--- src/swsr_pkg.sv ---
// Shared types, constants and helpers for the single-wire sensor receiver.
// No dependencies; used by swsr_engine and single_wire_sensor_receiver_top.
`default_nettype none

package swsr_pkg;

    localparam int DATA_BITS_DEF = 32;
    localparam int CHECK_BITS    = 8;
    localparam int WORD_W        = 32;
    localparam int TICK_W        = 16;
    localparam int TEMP_W        = 9;
    localparam int CFG_IDX_W     = 2;
    localparam int CFG_DATA_W    = 16;

    localparam logic [CFG_IDX_W-1:0] REG_ONE_THRESHOLD = 2'd0;
    localparam logic [CFG_IDX_W-1:0] REG_START_LOW     = 2'd1;
    localparam logic [CFG_IDX_W-1:0] REG_RELEASE       = 2'd2;

    localparam logic [7:0]  ONE_THRESHOLD_RST = 8'd40;
    localparam logic [15:0] START_LOW_RST     = 16'd20000;
    localparam logic [7:0]  RELEASE_RST       = 8'd5;

    typedef enum logic [7:0] {
        PH_IDLE     = 8'b0000_0001,
        PH_LOW      = 8'b0000_0010,
        PH_RELEASE  = 8'b0000_0100,
        PH_ACK_A    = 8'b0000_1000,
        PH_ACK_B    = 8'b0001_0000,
        PH_ACK_C    = 8'b0010_0000,
        PH_BIT_LOW  = 8'b0100_0000,
        PH_BIT_HIGH = 8'b1000_0000
    } phase_t;

    typedef struct packed {
        logic start_req;
        logic line_level;
    } swsr_in_t;

    typedef struct packed {
        logic              drive_low;
        logic              busy_res;
        logic              reading_done;
        logic              checksum_ok;
        logic [WORD_W-1:0] data_word;
        logic [7:0]        checksum_byte;
        logic [TEMP_W-1:0] temperature;
    } swsr_out_t;

    typedef struct packed {
        logic [7:0]  one_threshold_ticks;
        logic [15:0] start_low_ticks;
        logic [7:0]  release_ticks;
    } swsr_cfg_t;

    // low byte of the four data bytes' sum against the checksum
    function automatic logic sum_ok(input logic [WORD_W-1:0] data, input logic [7:0] chk);
        logic [7:0] s;
        s = data[31:24] + data[23:16] + data[15:8] + data[7:0];
        return s == chk;
    endfunction

    // x / 10 for x < 256 via reciprocal 205 / 2048
    function automatic logic [7:0] div10(input logic [7:0] x);
        logic [15:0] p;
        p = 16'(x) * 16'd205;
        return 8'(p[15:11]);
    endfunction

    function automatic logic [TEMP_W-1:0] temp_of(input logic [WORD_W-1:0] data);
        return {1'b0, data[15:8]} + {1'b0, div10(data[7:0])};
    endfunction

endpackage

`default_nettype wire

--- src/swsr_engine.sv ---
// Receive sequencer: start pulse, acknowledge tracking and bit timing, one tick per step.
// Depends on swsr_pkg.
`default_nettype none

module swsr_engine #(
    parameter int DATA_BITS = swsr_pkg::DATA_BITS_DEF
) (
    input  wire logic                aclk,
    input  wire logic                aresetn,
    input  wire logic                step,
    input  wire swsr_pkg::swsr_in_t  item,
    input  wire swsr_pkg::swsr_cfg_t cfg,
    output swsr_pkg::swsr_out_t      res
);

    localparam int TOTAL_BITS = DATA_BITS + swsr_pkg::CHECK_BITS;
    localparam int BIT_IDX_W  = $clog2(TOTAL_BITS);
    localparam int TW         = swsr_pkg::TICK_W;

    swsr_pkg::phase_t             phase_reg, phase_next, phase_eff;
    logic [TW-1:0]                tick_reg, tick_next, tick_eff, tick_inc;
    logic [BIT_IDX_W-1:0]         bit_idx_reg, bit_idx_next, bit_idx_eff;
    logic [TOTAL_BITS-1:0]        rx_reg, rx_next, rx_eff, rx_shift;
    logic [swsr_pkg::WORD_W-1:0]  last_data_reg, last_data_next;
    logic [7:0]                   last_chk_reg, last_chk_next;
    logic                         start_go, drive, done, bit_val, ok;

    always_comb begin
        start_go    = (phase_reg == swsr_pkg::PH_IDLE) && item.start_req;
        phase_eff   = start_go ? swsr_pkg::PH_LOW : phase_reg;
        tick_eff    = start_go ? '0 : tick_reg;
        bit_idx_eff = start_go ? '0 : bit_idx_reg;
        rx_eff      = start_go ? '0 : rx_reg;
        tick_inc    = (tick_eff == {TW{1'b1}}) ? tick_eff : tick_eff + 1'b1;
        bit_val     = tick_eff > TW'(cfg.one_threshold_ticks);
        rx_shift    = {rx_eff[TOTAL_BITS-2:0], bit_val};

        phase_next     = phase_eff;
        tick_next      = tick_eff;
        bit_idx_next   = bit_idx_eff;
        rx_next        = rx_eff;
        last_data_next = last_data_reg;
        last_chk_next  = last_chk_reg;
        drive          = 1'b0;
        done           = 1'b0;

        case (phase_eff)
            swsr_pkg::PH_IDLE: begin
            end
            swsr_pkg::PH_LOW: begin
                drive     = 1'b1;
                tick_next = tick_inc;
                if (tick_inc >= cfg.start_low_ticks) begin
                    tick_next  = '0;
                    phase_next = (cfg.release_ticks == 8'd0) ? swsr_pkg::PH_ACK_A
                                                             : swsr_pkg::PH_RELEASE;
                end
            end
            swsr_pkg::PH_RELEASE: begin
                tick_next = tick_inc;
                if (tick_inc >= TW'(cfg.release_ticks)) begin
                    tick_next  = '0;
                    phase_next = swsr_pkg::PH_ACK_A;
                end
            end
            swsr_pkg::PH_ACK_A: begin
                if (!item.line_level) phase_next = swsr_pkg::PH_ACK_B;
            end
            swsr_pkg::PH_ACK_B: begin
                if (item.line_level) phase_next = swsr_pkg::PH_ACK_C;
            end
            swsr_pkg::PH_ACK_C: begin
                if (!item.line_level) phase_next = swsr_pkg::PH_BIT_LOW;
            end
            swsr_pkg::PH_BIT_LOW: begin
                if (item.line_level) begin
                    tick_next  = TW'(1);
                    phase_next = swsr_pkg::PH_BIT_HIGH;
                end
            end
            swsr_pkg::PH_BIT_HIGH: begin
                if (item.line_level) begin
                    tick_next = tick_inc;
                end else begin
                    rx_next      = rx_shift;
                    bit_idx_next = bit_idx_eff + 1'b1;
                    tick_next    = '0;
                    if (bit_idx_eff == BIT_IDX_W'(TOTAL_BITS - 1)) begin
                        last_chk_next  = rx_shift[7:0];
                        last_data_next = swsr_pkg::WORD_W'(
                            rx_shift[TOTAL_BITS-1:swsr_pkg::CHECK_BITS]);
                        done       = 1'b1;
                        phase_next = swsr_pkg::PH_IDLE;
                    end else begin
                        phase_next = swsr_pkg::PH_BIT_LOW;
                    end
                end
            end
            default: begin
                phase_next = swsr_pkg::PH_IDLE;
            end
        endcase

        ok                = swsr_pkg::sum_ok(last_data_next, last_chk_next);
        res.drive_low     = drive;
        res.busy_res      = phase_eff != swsr_pkg::PH_IDLE;
        res.reading_done  = done;
        res.checksum_ok   = ok;
        res.data_word     = last_data_next;
        res.checksum_byte = last_chk_next;
        res.temperature   = ok ? swsr_pkg::temp_of(last_data_next) : '0;
    end

    always_ff @(posedge aclk) begin
        if (!aresetn) begin
            phase_reg     <= swsr_pkg::PH_IDLE;
            tick_reg      <= '0;
            bit_idx_reg   <= '0;
            rx_reg        <= '0;
            last_data_reg <= '0;
            last_chk_reg  <= '0;
        end else if (step) begin
            phase_reg     <= phase_next;
            tick_reg      <= tick_next;
            bit_idx_reg   <= bit_idx_next;
            rx_reg        <= rx_next;
            last_data_reg <= last_data_next;
            last_chk_reg  <= last_chk_next;
        end
    end

endmodule

`default_nettype wire

--- src/single_wire_sensor_receiver_top.sv ---
// Single-wire pulse-width sensor receiver: top level with config registers and result register.
// Depends on swsr_pkg and swsr_engine.
//
// Usage:
//   s_valid/s_ready/s_item carry one request per microsecond tick (start_req, line_level).
//   m_valid/m_ready/m_item return exactly one result per request, in order.
//   cfg_wr_en/cfg_index/cfg_wdata write the threshold, start-low and release times;
//   write only while idle. Unknown indexes are ignored.
//   Latency: a result is valid the cycle after its request is taken.
//   Throughput: one request per cycle while m_ready does not hold back a pending result; all tick
//   processing is one pass of logic between the sequencer state and the result register.
//   s_ready is high whenever the result register is empty or being read, so a
//   stalled receiver holds the pending result and stops intake after one request.
//   Reset: sequencer idle, stored reading zero (checksum_ok 1, temperature 0),
//   registers to 40 / 20000 / 5, no result pending.
//   No timeout: a silent line keeps the sequencer waiting until reset.
`default_nettype none

module single_wire_sensor_receiver_top #(
    parameter int DATA_BITS = swsr_pkg::DATA_BITS_DEF
) (
    input  wire logic                               aclk,
    input  wire logic                               aresetn,
    input  wire logic                               s_valid,
    output logic                                    s_ready,
    input  wire swsr_pkg::swsr_in_t                 s_item,
    output logic                                    m_valid,
    input  wire logic                               m_ready,
    output swsr_pkg::swsr_out_t                     m_item,
    input  wire logic                               cfg_wr_en,
    input  wire logic [swsr_pkg::CFG_IDX_W-1:0]     cfg_index,
    input  wire logic [swsr_pkg::CFG_DATA_W-1:0]    cfg_wdata
);

    swsr_pkg::swsr_cfg_t cfg_reg;
    swsr_pkg::swsr_out_t res, m_item_reg;
    logic                m_valid_reg;
    logic                take;

    assign s_ready = !m_valid_reg || m_ready;
    assign take    = s_valid && s_ready;
    assign m_valid = m_valid_reg;
    assign m_item  = m_item_reg;

    always_ff @(posedge aclk) begin
        if (!aresetn) begin
            cfg_reg.one_threshold_ticks <= swsr_pkg::ONE_THRESHOLD_RST;
            cfg_reg.start_low_ticks     <= swsr_pkg::START_LOW_RST;
            cfg_reg.release_ticks       <= swsr_pkg::RELEASE_RST;
        end else if (cfg_wr_en) begin
            case (cfg_index)
                swsr_pkg::REG_ONE_THRESHOLD: cfg_reg.one_threshold_ticks <= cfg_wdata[7:0];
                swsr_pkg::REG_START_LOW:     cfg_reg.start_low_ticks     <= cfg_wdata;
                swsr_pkg::REG_RELEASE:       cfg_reg.release_ticks       <= cfg_wdata[7:0];
                default: begin
                end
            endcase
        end
    end

    swsr_engine #(
        .DATA_BITS(DATA_BITS)
    ) u_engine (
        .aclk    (aclk),
        .aresetn (aresetn),
        .step    (take),
        .item    (s_item),
        .cfg     (cfg_reg),
        .res     (res)
    );

    always_ff @(posedge aclk) begin
        if (!aresetn) begin
            m_valid_reg <= 1'b0;
        end else if (take) begin
            m_valid_reg <= 1'b1;
        end else if (m_ready) begin
            m_valid_reg <= 1'b0;
        end
    end

    always_ff @(posedge aclk) begin
        if (take) begin
            m_item_reg <= res;
        end
    end

    a_take_gives_result: assert property (@(posedge aclk) disable iff (!aresetn)
        s_valid && s_ready |=> m_valid)
        else $error("accepted request produced no result");

    a_done_is_busy: assert property (@(posedge aclk) disable iff (!aresetn)
        m_valid && m_item.reading_done |-> m_item.busy_res && !m_item.drive_low)
        else $error("reading_done outside a busy tick");

    a_drive_is_busy: assert property (@(posedge aclk) disable iff (!aresetn)
        m_valid && m_item.drive_low |-> m_item.busy_res)
        else $error("line driven while idle");

    a_thr_write: assert property (@(posedge aclk) disable iff (!aresetn)
        cfg_wr_en && cfg_index == swsr_pkg::REG_ONE_THRESHOLD
        |=> cfg_reg.one_threshold_ticks == $past(cfg_wdata[7:0]))
        else $error("threshold register write lost");

endmodule

`default_nettype wire

--- config.mk ---
export PLATFORM = sky130hd
export DESIGN_NAME = single_wire_sensor_receiver_top
export DESIGN_NICKNAME = d
export VERILOG_FILES = /design/src/swsr_pkg.sv /design/src/swsr_engine.sv /design/src/single_wire_sensor_receiver_top.sv
export SDC_FILE = /design/constraint.sdc
export NUM_CORES = 1
export LEC_CHECK = 0
export BUFFER_PORTS_ARGS = -buffer_cell sky130_fd_sc_hd__clkbuf_2
export CAP_MARGIN = 40
export CORE_ASPECT_RATIO = 1.2
export CORE_MARGIN = 2
export CORE_UTILIZATION = 34
export CTS_CLUSTER_SIZE = 20
export DETAILED_ROUTE_END_ITERATION = 10
export HOLD_SLACK_MARGIN = 0.05
export PLACE_DENSITY_LB_ADDON = 0.12
export SYNTH_ARGS = -nofsm -noshare
export SYNTH_HDL_FRONTEND = slang
export SYNTH_SLANG_ARGS = --single-unit
--- constraint.sdc ---
create_clock -name aclk -period 10.53 [get_ports aclk]
set_clock_uncertainty 0.15 [all_clocks]
set_input_delay 1.053 -clock aclk [delete_from_list [all_inputs] [get_ports aclk]]
set_output_delay 1.053 -clock aclk [all_outputs]
set_load 0.02 [all_outputs]
==> results.toml <==
[power]
irDropWorstVdd_mv = 0.113
power_density_nw_per_um2 = 150
p_leak_nw = 5.82

[sta]
maxSlewHeadroom = 0.430
clock.fmax_mhz = 118
grt_setup_unrepaired = "false"
slew_violations = 0
min_period_over_period = 0.805
hold_violations = 0
setup-violations-final = 0
worst_pin_slew_ns = 0.856
fin_tns_setup_ns = 0
final_period_minus_worst_setup_slack_ns = 8.48

[place]
placed_cell_area_sq_um = 11800
port_buffers = 79
gp_routability_congestion = 0.837
place.detailed.hpwl_um = 20600

[clock_network]
post_cts_resized = 0
clock_tree_root_buffer_cell = "clkbuf_16"
worst_skew_pair.late_latency_ns = 0.46
ctsLongestPathBuffers = 2
clkTransAtPathRegs_ns = 0.09
post_cts.repair.setup_buffers = 0
tritoncts = "built"
clock_sink_count = 195
cts.htree.levels = 4
cts_inserted_buffers = 17
number_of_buffers_inserted_by_hold_repair_at_cts = 0

[setup_path]
cp_max_fo = 20
timing.critical_path.from_type = "flop"
critPathLaunch = "u_engine.phase_reg[5]$_SDFFE_PN0P_"
crit_required_ns = 10.57
cp_data_arrival_time_ns = 8.52
crit_path_frequent_cell = "ha_1"
end_kind = "flop"
worstReg2RegStart = "u_engine.phase_reg[5]$_SDFFE_PN0P_"
critical_path_class = "reg2reg"
critical-path-max-stage-delay_ns = 0.63
crit_path_top_delay_cell = "or4_1"
worst_r2r_path_depth = 33

[cells_and_area]
diodes = 0
drive_above_1_share = 0.113
layout.cells.most_common = "dfxtp_1"
area_added_between_synthesis_and_finish_pct = 13.3
filler_cell_count = 3265
utilization = 0.389
largest_register_ff_count = 53
most_used_cells_in_the_layout_excluding_fill_and_tap_cells = "dfxtp_1, nor2_1, nand2_1"
finalNetCount = 1384
post-route-cell-area_sq_um = 12500

[yosys]
ys_ff_latch = 195
synth_cells = 1193
syn_avg_cell_area_sq_um = 9.23
ys_types = 71
mappedNetlistArea_sq_um = 11000
synth_edf_count = 53
synth-async-reset-ratio = 0
yosys_warnings = 0
yosys_most_used_dff = "dfxtp_1"
synth_seq_area_share = 0.403
synth_fp_nets = 1328

[detailed_routing]
dr_total_vias = 8407
detail_route.wl_per_cell_um = 17.1
drt-vias-per-instance = 5.04
route.detailed.drc = 0
detailedRoute.firstPassIterationCount = 5
finalWirelength_um = 28600
dr.first_iter.drc_count = 452
antenna_violating_nets_post_route = 0

[grt]
grt_start_max_net_pins = 71
antenna_violations_before_repair = 0
grt_pass1_wl_um = 45300
grt.overflow.total = 0
globalRouteTotalUtil = 0.172
grt_pass1_vias = 8261

[floorplanning]
floorplan.core_area_sq_um = 32100
fp.dieW_um = 168
io_pins = 80
placement_rows = 72
dieHeight_um = 201
start_util = 0.343
design.die.area_sq_um = 33800

[job]
timing.max_cap.violations = 0

[min_path]
timing.hold.worst_path_depth = 2
holdCritPathClass = "reg2reg"
holdCritStartpoint = "cfg_reg[10]$_SDFFE_PN0P_"

[status]
run_status = "completed"
metrics by stage:
stage | hold slack (ns) | power [mW] | instances | setup WS (ns)
2_1_floorplan | 0.286 | 1.09 | 1193 | 2.34
3_3_place_gp | 0.294 | 1.19 | 1633 | 1.48
3_5_place_dp | 0.297 | 1.19 | 1637 | 1.80
4_1_cts | 0.310 | 1.90 | 1669 | 2.01
5_1_grt | 0.340 | 1.97 | 1669 | 1.42
6_report | 0.308 | 1.87 | 1669 | 2.05
logic make-up after synthesis:
group / count (synthesis) / synth area share
flip-flops: 195 / 0.403
multiplexers: 39 / 0.0367
XOR/XNOR: 51 / 0.0451
adder cells (fa/ha/maj): 110 / 0.139
buffers and inverters: 165 / 0.0578
AND/OR/NAND/NOR: 403 / 0.171
AO/OA/AOI/OAI: 230 / 0.148
worst max-delay path: cells and delay by family (launching register included):
family | cells | cell delay (ns)
AND/OR/NAND/NOR | 12 | 2.48
buffers and inverters | 4 | 0.49
flip-flops | 1 | 0.42
AO/OA/AOI/OAI | 6 | 1.24
multiplexers | 1 | 0.50
XOR/XNOR | 3 | 0.53
adder cells (fa/ha/maj) | 7 | 2.43
cells in the mapped netlist (all sizes together), types with 10 or more instances:
master | instances | area, sq um
nor2 | 141 | 529
o21ai | 30 | 150
ha | 90 | 1130
xnor2 | 28 | 245
edfxtp | 53 | 1590
clkbuf | 48 | 181
xor2 | 20 | 183
nand4 | 10 | 62.6
nor3b | 13 | 97.6
dfxtp | 142 | 2840
and2 | 15 | 93.8
fa | 20 | 400
a22o | 12 | 105
inv | 107 | 402
a211oi | 15 | 113
a21oi | 44 | 220
a22oi | 42 | 315
nor3 | 18 | 95.1
nand2 | 131 | 492
nand3 | 22 | 110
a21o | 17 | 128
mux2i | 38 | 393
o211a | 23 | 230
layer usage:
layer	GRT usage	part of all wire
met1	0.206	0.42
met2	0.315	0.53
met3	0.0234	0.023
met4	0.0567	0.019
met5	0	0
layout make-up:
| cell class | instances | area (sq um) | share of cell area |
|---|---|---|---|
| Multi-Input combinational cell | 833 | 5950 | 0.477 |
| Clock inverter | 15 | 214 | 0.0172 |
| Inverter | 108 | 408 | 0.0327 |
| Sequential cell | 195 | 4430 | 0.356 |
| Timing Repair Buffer | 94 | 528 | 0.0423 |
| Tap cell | 407 | 509 | 0.0408 |
| Clock buffer | 17 | 425 | 0.0341 |
power by group:
group	leakage, nW	switching (mW)	internal, mW
Clock	0.308	0.371	0.335
Sequential	1.69	0.0159	0.804
Combinational	3.82	0.209	0.135
worst paths after layout:
path                                   end  slack (ns)
setup / recovery   m_item[7]$_SDFFCE_PN0P_        2.05
setup reg to reg   m_item[7]$_SDFFCE_PN0P_        2.05
hold reg to reg   cfg_reg[10]$_SDFFE_PN0P_        0.31
hold / removal    cfg_reg[10]$_SDFFE_PN0P_        0.31
(Power assumes the default switching activity.)
